`src/rtl/rof_pkg.sv`:
```
// Shared types and constants for the recency ordered flag table.
// Holds table entry layout, operation codes, controller states and stream widths.
// No dependencies.
package rof_pkg;

  // Default number of table entries
  localparam int TABLE_DEPTH_DEFAULT = 8;

  // Field widths
  localparam int ID_W = 32;
  localparam int OP_W = 2;

  // Stream payload widths (padded to whole bytes)
  localparam int S_DATA_W = 40;
  localparam int M_DATA_W = 8;

  // Operation codes; the unused code behaves as a query
  localparam logic [OP_W-1:0] OP_QUERY  = 2'd0;
  localparam logic [OP_W-1:0] OP_REMOVE = 2'd1;
  localparam logic [OP_W-1:0] OP_TOUCH  = 2'd2;

  // One table entry as stored in memory
  typedef struct packed {
    logic            flag;
    logic [ID_W-1:0] id;
  } entry_t;

  localparam int ENTRY_W = $bits(entry_t);

  // Controller states
  typedef enum logic [1:0] {
    ST_IDLE,
    ST_SCAN,
    ST_SHIFT,
    ST_FINISH
  } state_t;

endpackage

```
`src/rtl/rof_ram.sv`:
```
// Generic single-write, single-read synchronous RAM with registered read data.
// No dependencies.
module rof_ram #(
  parameter int WIDTH = 8,
  parameter int DEPTH = 8,
  localparam int AW = (DEPTH > 1) ? $clog2(DEPTH) : 1
) (
  input  logic             clk,
  input  logic             we,
  input  logic [AW-1:0]    waddr,
  input  logic [WIDTH-1:0] wdata,
  input  logic [AW-1:0]    raddr,
  output logic [WIDTH-1:0] rdata
);

  logic [WIDTH-1:0] mem [DEPTH];

  // Write port
  always_ff @(posedge clk) begin
    if (we) begin
      mem[waddr] <= wdata;
    end
  end

  // Registered read port
  always_ff @(posedge clk) begin
    rdata <= mem[raddr];
  end

endmodule

```
`src/rtl/recency_ordered_flag_table_core.sv`:
```
// Recency ordered flag table: top level, controller and entry memory.
// Depends on rof_pkg and rof_ram.
//
// Usage:
//   One operation enters per s_* transfer: s_tuser carries op, s_tdata
//   carries id, write_enable and write_value. Every operation returns
//   exactly one result on the m_* channel: found and active in m_tdata.
//   Entries live in one RAM ordered oldest (address 0) to newest
//   (address count-1). The controller reads entries one per cycle to
//   find the id, then moves the newer entries down one slot per cycle to
//   close a gap, and writes a touched id at the newest position.
//   An operation scans the entries up to the match or all of them (at
//   least one position); a remove, a touch of a present id or a touch
//   that evicts the oldest entry then adds one shift step per entry from
//   the matched position up to the newest. The longest operation on a
//   full table is a touch of an absent id that evicts. m_tvalid rises
//   after the scan, any shift steps and the finish state, once the
//   output register is free. The single RAM port pair (one read, one
//   write per cycle) sets the pace of the scan and shift steps.
//   One operation is in work at a time; s_tready is high while idle.
//   The result sits in an output register, so a new operation is taken
//   while m_tvalid waits on m_tready; its result then holds until the
//   register frees up.
//   Reset empties the table (entry count zero); memory needs no clearing.
module recency_ordered_flag_table_core
  import rof_pkg::*;
#(
  parameter int TABLE_DEPTH = TABLE_DEPTH_DEFAULT
) (
  input  logic                clk,
  input  logic                rst,
  input  logic                s_tvalid,
  output logic                s_tready,
  // [31:0] id, [32] write_enable, [33] write_value, [39:34] zero
  input  logic [S_DATA_W-1:0] s_tdata,
  // [1:0] op
  input  logic [OP_W-1:0]     s_tuser,
  output logic                m_tvalid,
  input  logic                m_tready,
  // [0] found, [1] active, [7:2] zero
  output logic [M_DATA_W-1:0] m_tdata
);

  localparam int IW = (TABLE_DEPTH > 1) ? $clog2(TABLE_DEPTH) : 1;
  localparam int CW = $clog2(TABLE_DEPTH + 1);

  state_t state, state_next;

  // Operation registers
  logic [OP_W-1:0] op_q;
  logic [ID_W-1:0] key_q;
  logic            we_q;
  logic            wv_q;

  // Control and working registers
  logic [CW-1:0] cnt, cnt_next;
  logic [IW-1:0] idx, idx_next;
  logic [IW-1:0] widx, widx_next;
  logic          flag_q, flag_next;
  logic          res_found, res_found_next;
  logic          res_active, res_active_next;
  logic                m_tvalid_next;
  logic [M_DATA_W-1:0] m_tdata_next;

  // RAM port signals
  logic          ram_we;
  logic [IW-1:0] ram_waddr;
  entry_t        ram_wdata;
  logic [IW-1:0] ram_raddr;
  entry_t        ram_rdata;

  // Decode helpers
  logic s_acc;
  logic out_free;
  logic is_touch;
  logic is_remove;
  logic cnt_nz;
  logic hit;
  logic at_end;
  logic full;
  logic widx_last;
  logic new_flag;

  assign s_tready  = (state == ST_IDLE);
  assign s_acc     = s_tvalid && s_tready;
  assign out_free  = !m_tvalid || m_tready;
  assign is_touch  = (op_q == OP_TOUCH);
  assign is_remove = (op_q == OP_REMOVE);
  assign cnt_nz    = (cnt != '0);
  assign hit       = cnt_nz && (ram_rdata.id == key_q);
  assign at_end    = !cnt_nz || (CW'(idx) == cnt - CW'(1));
  assign full      = (cnt == CW'(TABLE_DEPTH));
  assign widx_last = (CW'(widx) == cnt - CW'(1));
  // Flag a touched entry ends with, including the optional flag write
  assign new_flag  = we_q ? wv_q : (hit ? ram_rdata.flag : 1'b1);

  // Entry memory
  rof_ram #(
    .WIDTH (ENTRY_W),
    .DEPTH (TABLE_DEPTH)
  ) u_entries (
    .clk   (clk),
    .we    (ram_we),
    .waddr (ram_waddr),
    .wdata (ram_wdata),
    .raddr (ram_raddr),
    .rdata (ram_rdata)
  );

  // Next state
  always_comb begin
    state_next = state;
    case (state)
      ST_IDLE: begin
        if (s_acc) begin
          state_next = ST_SCAN;
        end
      end
      ST_SCAN: begin
        if (hit) begin
          state_next = (is_touch || is_remove) ? ST_SHIFT : ST_FINISH;
        end else if (at_end) begin
          state_next = (is_touch && full) ? ST_SHIFT : ST_FINISH;
        end
      end
      ST_SHIFT: begin
        if (widx_last) begin
          state_next = ST_FINISH;
        end
      end
      ST_FINISH: begin
        if (out_free) begin
          state_next = ST_IDLE;
        end
      end
      default: state_next = ST_IDLE;
    endcase
  end

  // Memory access and working register updates
  always_comb begin
    ram_we          = 1'b0;
    ram_waddr       = widx;
    ram_wdata       = '{flag: flag_q, id: key_q};
    ram_raddr       = '0;
    cnt_next        = cnt;
    idx_next        = idx;
    widx_next       = widx;
    flag_next       = flag_q;
    res_found_next  = res_found;
    res_active_next = res_active;
    case (state)
      ST_IDLE: begin
        // Start the scan at the oldest entry
        ram_raddr = '0;
        idx_next  = '0;
      end
      ST_SCAN: begin
        // Prefetch the next entry; it also feeds the first shift step
        ram_raddr = idx + IW'(1);
        if (hit) begin
          res_found_next  = 1'b1;
          widx_next       = idx;
          flag_next       = new_flag;
          if (is_remove) begin
            res_active_next = 1'b0;
          end else if (is_touch) begin
            res_active_next = new_flag;
          end else begin
            res_active_next = ram_rdata.flag;
          end
        end else if (at_end) begin
          res_found_next  = 1'b0;
          res_active_next = is_touch ? new_flag : 1'b0;
          flag_next       = new_flag;
          if (is_touch) begin
            if (!full) begin
              // Append at the newest position
              ram_we    = 1'b1;
              ram_waddr = cnt[IW-1:0];
              ram_wdata = '{flag: new_flag, id: key_q};
              cnt_next  = cnt + CW'(1);
            end else begin
              // Evict the oldest entry: shift from address zero
              ram_raddr = IW'(1);
              widx_next = '0;
            end
          end
        end else begin
          idx_next = idx + IW'(1);
        end
      end
      ST_SHIFT: begin
        if (widx_last) begin
          if (is_remove) begin
            cnt_next = cnt - CW'(1);
          end else begin
            ram_we    = 1'b1;
            ram_waddr = widx;
            ram_wdata = '{flag: flag_q, id: key_q};
          end
        end else begin
          // Move the newer entry down one slot
          ram_we    = 1'b1;
          ram_waddr = widx;
          ram_wdata = ram_rdata;
          ram_raddr = widx + IW'(2);
          widx_next = widx + IW'(1);
        end
      end
      ST_FINISH: begin
        ram_raddr = '0;
      end
      default: begin
        ram_raddr = '0;
      end
    endcase
  end

  // Output register
  always_comb begin
    m_tvalid_next = m_tvalid;
    m_tdata_next  = m_tdata;
    if (state == ST_FINISH && out_free) begin
      m_tvalid_next = 1'b1;
      m_tdata_next  = {{(M_DATA_W - 2){1'b0}}, res_active, res_found};
    end else if (m_tready) begin
      m_tvalid_next = 1'b0;
    end
  end

  // Control state
  always_ff @(posedge clk) begin
    if (rst) begin
      state    <= ST_IDLE;
      cnt      <= '0;
      m_tvalid <= 1'b0;
    end else begin
      state    <= state_next;
      cnt      <= cnt_next;
      m_tvalid <= m_tvalid_next;
    end
  end

  // Payload and working registers
  always_ff @(posedge clk) begin
    if (s_acc) begin
      op_q  <= s_tuser;
      key_q <= s_tdata[31:0];
      we_q  <= s_tdata[32];
      wv_q  <= s_tdata[33];
    end
    idx        <= idx_next;
    widx       <= widx_next;
    flag_q     <= flag_next;
    res_found  <= res_found_next;
    res_active <= res_active_next;
    m_tdata    <= m_tdata_next;
  end

endmodule

```
`config.mk`:
```
export PLATFORM = sky130hd
export DESIGN_NAME = recency_ordered_flag_table_core
export DESIGN_NICKNAME = d
export VERILOG_FILES = /design/src/rtl/rof_pkg.sv /design/src/rtl/rof_ram.sv /design/src/rtl/recency_ordered_flag_table_core.sv
export SDC_FILE = /design/constraint.sdc
export NUM_CORES = 1
export LEC_CHECK = 0
export BUFFER_PORTS_ARGS = -buffer_cell sky130_fd_sc_hd__buf_2
export CORE_UTILIZATION = 34
export DETAILED_ROUTE_END_ITERATION = 10
export GPL_TIMING_DRIVEN = 0
export PLACE_DENSITY_LB_ADDON = 0.05
export SLEW_MARGIN = 20
export SYNTH_ARGS = -nofsm -noshare
export SYNTH_HDL_FRONTEND = slang
export SYNTH_HIERARCHICAL = 1
export SYNTH_SLANG_ARGS = --single-unit
```
`constraint.sdc`:
```
create_clock -name clk -period 10.4 [get_ports clk]
set_input_delay 3.12 -clock clk [delete_from_list [all_inputs] [get_ports clk]]
set_output_delay 3.12 -clock clk [all_outputs]
set_load 0.01 [all_outputs]
```
== After elaboration in Yosys (flattened, before gate mapping) ==
Memory sizes are Yosys's and may differ from the RTL's. A register that Yosys moved wholly into a read port is not among the register bits.
Cells that the tools add are included.

* Reduce and logical (&&, ||, !) cells: 21
* Muxes and demuxes: 62
* Add/subtract/negate cells: 5
* Equality and inequality tests: 22

{| class="wikitable"
|+ Operator list
! cell !! count
|-
| 2-to-1 mux 33 bit || 5
|-
| one-hot mux 33 bit (2 select lines) || 1
|-
| 2-to-1 mux 3 bit || 17
|-
| equality test 32 bit || 1
|-
| 2-to-1 mux 4 bit || 6
|-
| 2-to-1 mux 1 bit || 22
|-
| inequality test 2 bit (second input constant) || 9
|-
| one-hot mux 3 bit (2 select lines) || 2
|-
| 2-to-1 mux 2 bit || 5
|-
| inequality test 3 bit (second input constant) || 3
|-
| one-hot mux 3 bit (3 select lines) || 1
|-
| equality test 3 x 4 -> 1 bit || 2
|-
| one-hot mux 2 bit (4 select lines) || 1
|-
| one-hot mux 4 bit (2 select lines) || 1
|-
| nonzero test 2 bit || 4
|-
| AND reduction 7 bit || 1
|-
| adder 3 x 1 -> 3 bit (second input constant) || 2
|-
| equality test 2 bit (second input constant) || 3
|-
| AND reduction 5 bit || 1
|-
| adder 4 x 1 -> 4 bit (second input constant) || 1
|-
| equality test 2 x 1 -> 1 bit (second input constant) || 2
|-
| equality test 4 bit (second input constant) || 1
|-
| logical AND 1 bit || 4
|-
| AND reduction 4 bit || 1
|-
| other kinds (11) || 14
|}

* Output and inout port bits: 10
* Input port bits: 46
* Logic and storage cells: 124
* Bits in writable memories: 264
* Memories: 1
* Bits in registers: 54

{| class="wikitable"
|+ Memories
! name !! depth !! width !! rd ports !! clocked after Yosys merged registers in !! wr ports !! RTL line !! RTL
|-
| u_entries.mem || 8 || 33 || 1 || 1 || 1 || rof_ram.sv:16 || <nowiki>logic [WIDTH-1:0] mem [DEPTH];</nowiki>
|}

== Longest topological paths before layout ==
Gate-level depths: netlist of the first run.

* Depth in word-level cells: 9
* Gate-level depth with buffers: 14
* Gate-level depth less buffers: 10

== Hierarchy ==
Netlist of the first run, hierarchy kept.

{| class="wikitable"
|+ By module, submodules not included
! module !! cells an instance !! area each (sq um) !! sequential area each (sq um) !! times used
|-
| rof_ram || 427 || 10,640.2 || 8,588.2 || 1
|-
| recency_ordered_flag_table_core || 327 || 3,425.8 || 1,551.5 || 1
|}

== Worst setup path before layout of the first run ==
No wires, ideal clock.

* Path kind: reg-to-reg
* Start point: reg cnt[0]
* End point: mem u_entries/mem[0][0] (netlist bit), enable pin
* Buffers on the path: 2
* Stages on the path, launching flop included: 13
* Setup slack: 5.313 ns
* Data arrival time: 4.623 ns
* Setup time: 0.464 ns
* Required time: 9.936 ns
* Period minus slack after synthesis: 5.087 ns
* Cells stage by stage: dfxtp_1 clkbuf_1 inv_1 ha_1 nor3b_2 nor3_1 nand4_1 o41a_1 buf_6 nand4_1 o21ai_0 nand2b_1 nor3_1

* Elaborated cells between the ends (all ways): 21
* Classes of those cells: add/sub: 1; eq/ne: 3; mux: 13; reduce/logical: 4

{| class="wikitable"
|+ RTL lines
! what !! RTL line !! RTL
|-
| from (decl) || recency_ordered_flag_table_core.sv:56 || <nowiki>logic [CW-1:0] cnt, cnt_next;</nowiki>
|-
| from (signal assigned) || recency_ordered_flag_table_core.sv:240 || <nowiki>cnt <= cnt_next;</nowiki>
|-
| subtractor 4 x 1 -> 4 bit (tied with other cells) || recency_ordered_flag_table_core.sv:91, recency_ordered_flag_table_core.sv:93 ||
|-
| equality test 3 x 4 -> 1 bit (tied with other cells) || recency_ordered_flag_table_core.sv:91 || <nowiki>assign at_end = !cnt_nz || (CW'(idx) == cnt - CW'(1));</nowiki>
|-
| logical OR 1 bit or 2-to-1 mux 3 bit (tied branches) || recency_ordered_flag_table_core.sv:91, recency_ordered_flag_table_core.sv:176 ||
|-
| 2-to-1 mux 3 bit || recency_ordered_flag_table_core.sv:172 || <nowiki>end else if (at_end) begin</nowiki>
|-
| 2-to-1 mux 3 bit (*) || recency_ordered_flag_table_core.sv:161 || <nowiki>if (hit) begin</nowiki>
|-
| 2-to-1 mux 3 bit (*) || -- ||
|-
| net ram_waddr[2] || recency_ordered_flag_table_core.sv:67 || <nowiki>logic [IW-1:0] ram_waddr;</nowiki>
|-
| to (decl) || rof_ram.sv:16 ||
|}

The timed path passes the listed nets; every way through them passes the cells marked *.

== Final worst setup path of the first run ==
* Start point: reg cnt[0]
* End point: mem u_entries/mem[3][23] (netlist bit), enable pin

Same word-level chain as after synthesis.

==> results.md, run 1 <==
Layout:
- Cells fill 41.0% of the core in the end.
- From synthesis to final layout, the design area changed by 19.0%.
- The count of nets after finishing is 924.
- The finished layout cell area is 0.0167 mm².
- The repair_antennas step left the layout with diodes totalling 0.
- In the final layout, the share of cells above drive strength 1 is 28.4%.

Setup path:
- The largest individual stage delay along the critical path comes from the cell o41ai_1.
- In this run the critical register-to-register path is launched from cnt[0]$_SDFFE_PP0P_.
- The end of the critical path is u_entries/mem[3][23]$_DFFE_PP_.
- The delay of the slowest cell on the worst path is 730 ps.
- The kind of end point of the critical path is a flop.
- The worst reg-to-reg path cell count is 13.
- The required time at the worst-slack endpoint is 10660 ps.
- The most critical setup path has its startpoint at cnt[0]$_SDFFE_PP0P_.
- Walking the worst path, the cells encountered are clkbuf_1 > inv_1 > ha_1 > nor3b_2 > nor3_1 > nand4_1 > o41ai_1 > nor2_1 > o21ai_0 > nand2_1 > nor2_4 > buf_16 > buf_16.
- STA classifies the critical path startpoint as a flop.
- Counting stages on the worst path, the most repeated cell is buf_16.
- The worst setup path is of the flop to flop kind.
- Data on the critical path arrives at its endpoint at 5150 ps.
- The peak fanout along the critical path is 12.
- The setup slack of the worst register-to-register path is 5510 ps.
- The worst register-to-register path ends at u_entries/mem[3][23]$_DFFE_PP_.

Yosys:
- The number of synthesized register bits is 351.
- In the synthesized netlist the async set-or-reset flop fraction comes to 0%.
- For this run, the leading register cell type out of synthesis is edfxtp_1.
- The synthesized netlist devotes 2.94% of its cell area to XOR and XNOR gates.
- edfxtp_1 takes more of the synthesized area than any other cell.
- Yosys attributes the largest share of cell area to edfxtp_1, mux4_2, dfxtp_1.
- The number of flops mapped to enable cells by yosys is 311.
- The total standard cell area after synthesis is 0.0141 mm².
- In the post-synthesis netlist, the cell with the most instances is edfxtp_1.
- Summing the areas of all and, or, nand and nor instances in the mapped netlist gives 3.87% of the synthesized area.
- The number of warnings printed during yosys synthesis is 6.
- In the synthesized netlist, the cells that appear most often are edfxtp_1, mux4_2, dfxtp_1.
- Multiplexer cells account for 13.7% of the synthesized area.
- The portion of the post-synthesis area used by sequential elements is 72.1%.
- The post-synthesis compound-gate area fraction is 4.30%.
- The number of different library cells in the post-synthesis netlist is 56.
- The average cell area after synthesis is 18.7 µm².
- By area, the combinational part of the netlist is dominated by multiplexers.
- The arithmetic-cell share of the synthesized area counting full adders, half adders and majority gates is 0.978%.
- Synthesis produced 754 cells.
- The share of Yosys cell area claimed by the top area cell type is 66.4%.

Timing:
- The highest clock frequency the design can meet is 205 MHz.
- In this run the tightest slew margin relative to its limit is 32.4%.
- The number of hold violations in the final report is 0.
- Dividing the final minimum period by the clock period gives 47.0%.
- For the pin with the worst max-slew slack, the measured transition is 1010 ps.
- Setup repair after global routing left no endpoint under its margin.
- The worst setup skew after layout is 15.1 ps.
- Summed over all failing endpoints, the final setup total negative slack is 0 ps.
- The number of max-slew violations in the final report is 0.
- The final count of negative-setup-slack endpoints is 0.
- The clock period could shrink to 4890 ps.

Detailed routing:
- The routed wirelength normalized by instance count is 25.1 µm.
- The first detailed-routing pass ran for 5 iterations.
- After the first detailed-routing iteration, the DRC count stood at 484.
- After detailed routing, the number of vias per cell comes to 5.10.
- The count of unresolved DRC violations after routing is 0.
- The count of nets left with antenna violations once routing finished came out at 0.
- The total vias in the final route is 7294.
- The wire length after detailed routing is 35900 µm.

Clocking:
- The H-tree was split into 2 levels.
- The maximum buffer depth of the clock tree is 3.
- The later pin in the worst-skew pair is clocked with a latency of 560 ps.
- The TritonCTS buffer count is 39.
- The post-CTS repair timing setup buffer count is 0.
- For this design, the CTS-stage hold fixing added 0 buffers.
- The clock sink total is 351.
- TritonCTS built the clock tree.
- The number of cells upsized or downsized after cts is 0.
- The clock-pin slew of the registers on the worst-case setup and hold paths is 60 ps.
- The library cell used as clock root buffer is clkbuf_16.

Floorplanning:
- In this run the vertical extent of the chip is 205 µm.
- The area of the core is 0.0408 mm².
- Pin placement for this block handled 56 I/O pins.
- In this run the horizontal extent of the chip is 205 µm.
- The starting density of the core is 34.4%.
- The die covers 0.0422 mm².
- The number of rows in the core area is 74.

Placed design:
- The final weighted congestion in routability-driven placement is 0.785.
- In this run the cell area measured after placement is 0.0154 mm².
- The placed wire-length estimate is 23700 µm.
- The number of buffers added on ports is 43.

Global routing:
- Entering global routing, the biggest net connects 38 pins.
- The number of antenna violations at the first check in global routing was 0.
- The global-route total usage across every layer is 17.7%.
- The number of global-route vias before repair came to 7742.
- The first global-routing pass estimated 52500 µm of wire.
- After global routing the overflow that remains totals 0.

Power:
- The analysis attributes to cell leakage a power of 5.55 nW.
- The areal power density over the cells is 288 mW/mm².
- Across the VDD grid, the largest voltage drop is 0.122 mV.
- The total power is 0.00481 W.

Flow run:
- Across the run, the number of max-cap violations was 0.

Status:
- The run finished with clean final reports.

Worst hold path:
- In this run the worst hold path is classified as flop to flop.
power by group:
part	internal, W	switching (W)	total, W
Clock	0.000836	0.000556	0.00139
Sequential	0.00188	0.0000909	0.00197
Combinational	0.000595	0.000859	0.00145
cells by family (layout without fill, tap and decap cells):
group | Yosys count | count (layout)
compound gates | 85 | 85
xor+xnor | 44 | 44
fa+ha+maj | 11 | 11
buf+inv | 55 | 194
flops | 351 | 351
mux | 103 | 103
other cells | 1 | 6
simple gates | 104 | 104
how the worst min path moves through the flow:
stage                                        from                    to  slack, ps  cells past startpoint
final                        res_active$_DFFE_PP_  m_tdata[1]$_DFFE_PP_        430                      0
after CTS                    res_active$_DFFE_PP_  m_tdata[1]$_DFFE_PP_        430                      0
after detailed placement     res_active$_DFFE_PP_  m_tdata[1]$_DFFE_PP_        410                      0
after global placement       res_active$_DFFE_PP_  m_tdata[1]$_DFFE_PP_        420                      0
after floorplan           res_found$_SDFFCE_PP1P_  m_tdata[0]$_DFFE_PP_        400                      0
after global routing         res_active$_DFFE_PP_  m_tdata[1]$_DFFE_PP_        440                      0
cell type report:
class	count	area, µm²
Fill cell	3626	24100
Timing Repair Buffer	67	639
Tap cell	532	666
Clock inverter	16	185
Multi-Input combinational cell	353	3700
Inverter	13	48.8
Buffer	42	253
Clock buffer	56	1100
Sequential cell	351	10100
cells in the final DEF (no fill, tap or decap), drive strengths merged, types with 3 or more instances in the layout:
| cell | synthesis | layout |
|---|---|---|
| o31ai | 3 | 3 |
| mux2i | 4 | 4 |
| clkbuf | 15 | 71 |
| edfxtp | 311 | 311 |
| a22o | 22 | 22 |
| nand2 | 27 | 27 |
| xor2 | 32 | 32 |
| nor2b | 5 | 5 |
| a31oi | 4 | 4 |
| clkinv | 1 | 12 |
| mux2 | 33 | 33 |
| mux4 | 66 | 66 |
| o21ai | 32 | 32 |
| and2 | 4 | 4 |
| ha | 11 | 11 |
| nor4 | 9 | 9 |
| bufinv | 0 | 4 |
| nand3 | 13 | 13 |
| dfxtp | 40 | 40 |
| nand2b | 4 | 4 |
| xnor2 | 10 | 10 |
| a21oi | 3 | 3 |
| conb | 1 | 6 |
| nor2 | 24 | 24 |
| inv | 12 | 13 |
| nor3 | 8 | 8 |
| nand4 | 4 | 4 |
| buf | 27 | 94 |
registers in the layout, summed over array words and instances (netlist names):
signal / cells
we_q: 1
idx: 3
res_found: 1
m_tdata: 2
cnt: 4
op_q: 2
u_entries/mem: 264
key_q: 32
flag_q: 1
state: 2
widx: 3
res_active: 1
wv_q: 1
m_tvalid: 1
u_entries/rdata: 33
worst max-delay path: cells and delay by family (launching register included):
family / cells / cell delay, ps
and+or+nand+nor: 6 / 1740
AOI/OAI and AO/OA: 2 / 1300
buffers and inverters: 4 / 950
DFF: 1 / 330
adders and majority gates: 1 / 240
per-stage QoR:
step / setup WS, ps / cells / hold slack, ps
6_report: 5510 / 1430 / 425
5_1_grt: 5170 / 1430 / 443
4_1_cts: 5500 / 1430 / 429
3_5_place_dp: 5530 / 1358 / 415
3_3_place_gp: 1280 / 1334 / 421
2_1_floorplan: 5310 / 759 / 400
layer usage:
layer	vias up	wire (µm)	track usage [%]
li1	3246	-	-
met1	3822	16200	23.8
met2	171	17400	28.9
met3	55	1350	2.87
met4	0	921	6.80
met5	-	0	0
Power figures use the tool's default switching activity.
==> inputs of run 2 (changes only) <==
clock period = 4.8 ns   (was 10.4 ns; I/O delays follow)
==> run 2 against run 1 <==
  * Final area up 0.25%
  * Cell count down 0.14%
  * Via count up 0.48%
  * Critical endpoint is now u_entries/mem[1][2]$_DFFE_PP_
  * Largest cell class unchanged
==> results.md, run 2 (synthesis gave the netlist of run 1 again) <==
Detailed routing:
- The wire length after detailed routing came to 35300 µm (was 35900 µm).
- The starting DRC count in detailed routing is 486 (was 484).
- The routed wirelength normalized by instance count came to 24.7 µm (was 25.1 µm).
- The count of unresolved DRC violations after routing came to 0 (unchanged).
- The count of TritonRoute iterations in the first routing pass came to 4 (was 5).
- The via count normalized by instance count is 5.13 (was 5.10).
- The count of nets left with antenna violations after detail routing is 0 (unchanged).
- The total vias in the final route is 7329 (was 7294).

Global routing:
- The number of antenna violations at the first check in global routing came to 0 (unchanged).
- The total overflow reported by the global router is 0 (unchanged).
- The number of global-route vias before repair is 7681 (was 7742).
- The global-route total usage across every layer is 17.4% (was 17.7%).
- The first-pass GRT wire length is 51900 µm (was 52500 µm).
- The pin count of the biggest net entering global routing came to 21 (was 38).

Power:
- The areal power density over the cells is 624 mW/mm² (was 288 mW/mm²).
- The part of the total power dissipated in sequential elements was 40.7% (was 40.9%).
- The total net switching power is 0.00325 W (was 0.00151 W).
- The internal power consumption is 0.00721 W (was 0.00331 W).
- The switching share of power is 31.1% (was 31.3%).
- The leakage dissipation is 5.56 nW (was 5.55 nW).
- The largest voltage drop on the vdd net is 0.421 mV (was 0.122 mV).
- The share of power burned in the clock network is 29.1% (was 28.9%).
- The combinational cell fraction of total power is 30.2% (about the same).

Layout:
- The fraction of layout instances using a drive strength above 1 is 29.0% (was 28.4%).
- The layout filler cell count is 3647 (was 3626).
- The commonest non-fill, non-tap cell in the layout is edfxtp_1 (unchanged).
- The register with the highest flop count was u_entries/mem (unchanged).
- The final cell count without fillers is 1428 (was 1430).
- Registers with the most flip-flops: u_entries/mem (264), u_entries/rdata (33), key_q (32) (unchanged).
- Top library cells by usage in the layout, fill and taps aside: edfxtp_1, mux4_2, buf_2 (unchanged).
- The layout overhead on the synthesized area is 19.3% (was 19.0%).
- The antenna diode instance count came to 0 (unchanged).
- The finished layout cell area came to 0.0168 mm² (was 0.0167 mm²).
- The count of nets after finishing is 921 (was 924).
- The number of flip-flops under the largest register name came to 264 (unchanged).

Setup path:
- The destination of the worst register-to-register timing path was u_entries/mem[1][2]$_DFFE_PP_ (was u_entries/mem[3][23]$_DFFE_PP_).
- The worst reg-to-reg path cell count is 13 (unchanged).
- The nature of the critical path startpoint is a flop (unchanged).
- The start point of the critical path is cnt[0]$_SDFFE_PP0P_ (unchanged).
- The end of the critical path is u_entries/mem[1][2]$_DFFE_PP_ (was u_entries/mem[3][23]$_DFFE_PP_).
- The required time at the worst-slack endpoint is 5050 ps (was 10660 ps).
- The arrival time of data at the critical path endpoint came to 4770 ps (was 5150 ps).
- The critical path class is flop to flop (unchanged).
- The startpoint of the most critical register-to-register path is cnt[0]$_SDFFE_PP0P_ (unchanged).
- The setup slack of the worst register-to-register path is 290 ps (was 5510 ps).
- The peak fanout along the critical path is 14 (was 12).
- The kind of end point of the critical path was a flop (unchanged).

Timing:
- The summed negative setup slack over all endpoints is 0 ps (unchanged).
- The final critical-path share of the clock period is 94.0% (was 47.0%).
- The number of hold violations in the final report is 0 (unchanged).
- The relative slew slack is 29.1% (was 32.4%).
- The minimum clock period is 4510 ps (was 4890 ps).
- The highest clock frequency the design can meet is 222 MHz (was 205 MHz).
- The final count of negative-setup-slack endpoints was 0 (unchanged).
- The transition time of the tightest slew-check pin is 1060 ps (was 1010 ps).
- The number of max-slew violations in the final report is 0 (unchanged).
- The worst setup skew after layout is 20.2 ps (was 15.1 ps).

Clocking:
- The CTS tree is yes (unchanged).
- The maximum buffer depth of the clock tree is 3 (unchanged).
- The later-pin clock latency in the skew report was 550 ps (was 560 ps).
- The total number of H-tree levels is 2 (unchanged).
- The hold-fix buffer count after cts came to 0 (unchanged).
- The clock sink total is 351 (unchanged).
- The TritonCTS buffer count was 41 (was 39).
- The library cell used as clock root buffer was clkbuf_16 (unchanged).
- The clock-pin slew of the registers on the worst-case setup and hold paths is 50 ps (was 60 ps).

Placed design:
- The final weighted congestion in routability-driven placement is 0.810 (was 0.785).
- The number of placed instances, taps included is 1353 (was 1358).
- The placed wire-length estimate came to 22700 µm (was 23700 µm).
- The number of buffers added on ports is 43 (unchanged).
- The placement-stage cell area was 0.0154 mm² (about the same).

Flow run:
- The max-cap violation count is 0 (unchanged).

Floorplanning:
- The number of I/O pins was 56 (unchanged).
- The number of rows in the core area is 74 (unchanged).
- The area of the core came to 0.0408 mm² (unchanged).
- The die extent in x is 205 µm (unchanged).
- The starting density of the core came to 34.4% (unchanged).
- The total die area is 0.0422 mm² (unchanged).
- The height of the die was 205 µm (unchanged).

Status:
- Outcome: complete, no violations (unchanged).

Worst hold path:
- The class of the most critical hold timing path was flop to flop (unchanged).
## run 2: how the worst min path moves through the flow
stage / from / endpoint / slack [ps] / depth (start not counted)
2_1_floorplan: res_found$_SDFFCE_PP1P_ / m_tdata[0]$_DFFE_PP_ / 400 / 0
3_3_place_gp: res_active$_DFFE_PP_ / m_tdata[1]$_DFFE_PP_ / 410 / 0
3_5_place_dp: res_found$_SDFFCE_PP1P_ / m_tdata[0]$_DFFE_PP_ / 410 / 0
4_1_cts: res_found$_SDFFCE_PP1P_ / m_tdata[0]$_DFFE_PP_ / 420 / 0
5_1_grt: res_found$_SDFFCE_PP1P_ / m_tdata[0]$_DFFE_PP_ / 420 / 0
6_report: res_active$_DFFE_PP_ / m_tdata[1]$_DFFE_PP_ / 420 / 0
## run 2: layout make-up
class / count / area, µm² / share of cell area, %
inverters: 13 / 48.8 / 0.291
clock buffers: 59 / 1170 / 6.95
clock inverters: 16 / 155 / 0.925
well taps: 532 / 666 / 3.97
plain buffers: 42 / 260 / 1.55
flip-flops and latches: 351 / 10100 / 60.4
multi-input cells: 353 / 3730 / 22.2
repair buffers: 62 / 611 / 3.64
## run 2: metal layers
| metal | up-vias | part of all wire (%) | track usage (%) |
|---|---|---|---|
| met5 | - | 0 | 0 |
| met4 | 0 | 2.0 | 5.24 |
| met3 | 55 | 3.8 | 2.47 |
| met2 | 174 | 50 | 29.2 |
| met1 | 3863 | 44 | 23.5 |
| li1 | 3237 | - | - |
## run 2: critical path, stage by stage (launching register included)
cell and delay [ps]:
dfxtp_1 340, clkbuf_1 330, inv_1 160, ha_1 260, nor3b_2 200, nor3_1 250
nand4_1 250, o41ai_2 590, nor2_1 210, o21ai_1 500, nand2b_1 250, nor2_4 480
buf_16 230, buf_16 170
## run 2: metrics by stage
stage,worst slack (ps),hold slack [ps],power [W],util (%)
after global placement,-2610,413,0.00742,36.7
final,286,421,0.0105,41.1
after CTS,69.2,422,0.0106,41.0
after global routing,-11.1,424,0.0110,41.1
after detailed placement,-249,409,0.00754,37.8
after floorplan,371,400,0.00643,-
## run 2: power by group through the flow
stage               Combinational [W]  Sequential [W]  Clock [W]
detailed placement            0.00322         0.00432          0
CTS                           0.00324         0.00426    0.00314
finish                        0.00316         0.00426    0.00305
floorplan                     0.00217         0.00427          0
global placement              0.00309         0.00433          0
global route                  0.00345         0.00429    0.00324
## run 2: what timing repair did
item,CTS,global route
buffers inserted,0,0
pin swaps,0,0
gates resized for setup,5,5
setup endpoints to repair,92,107
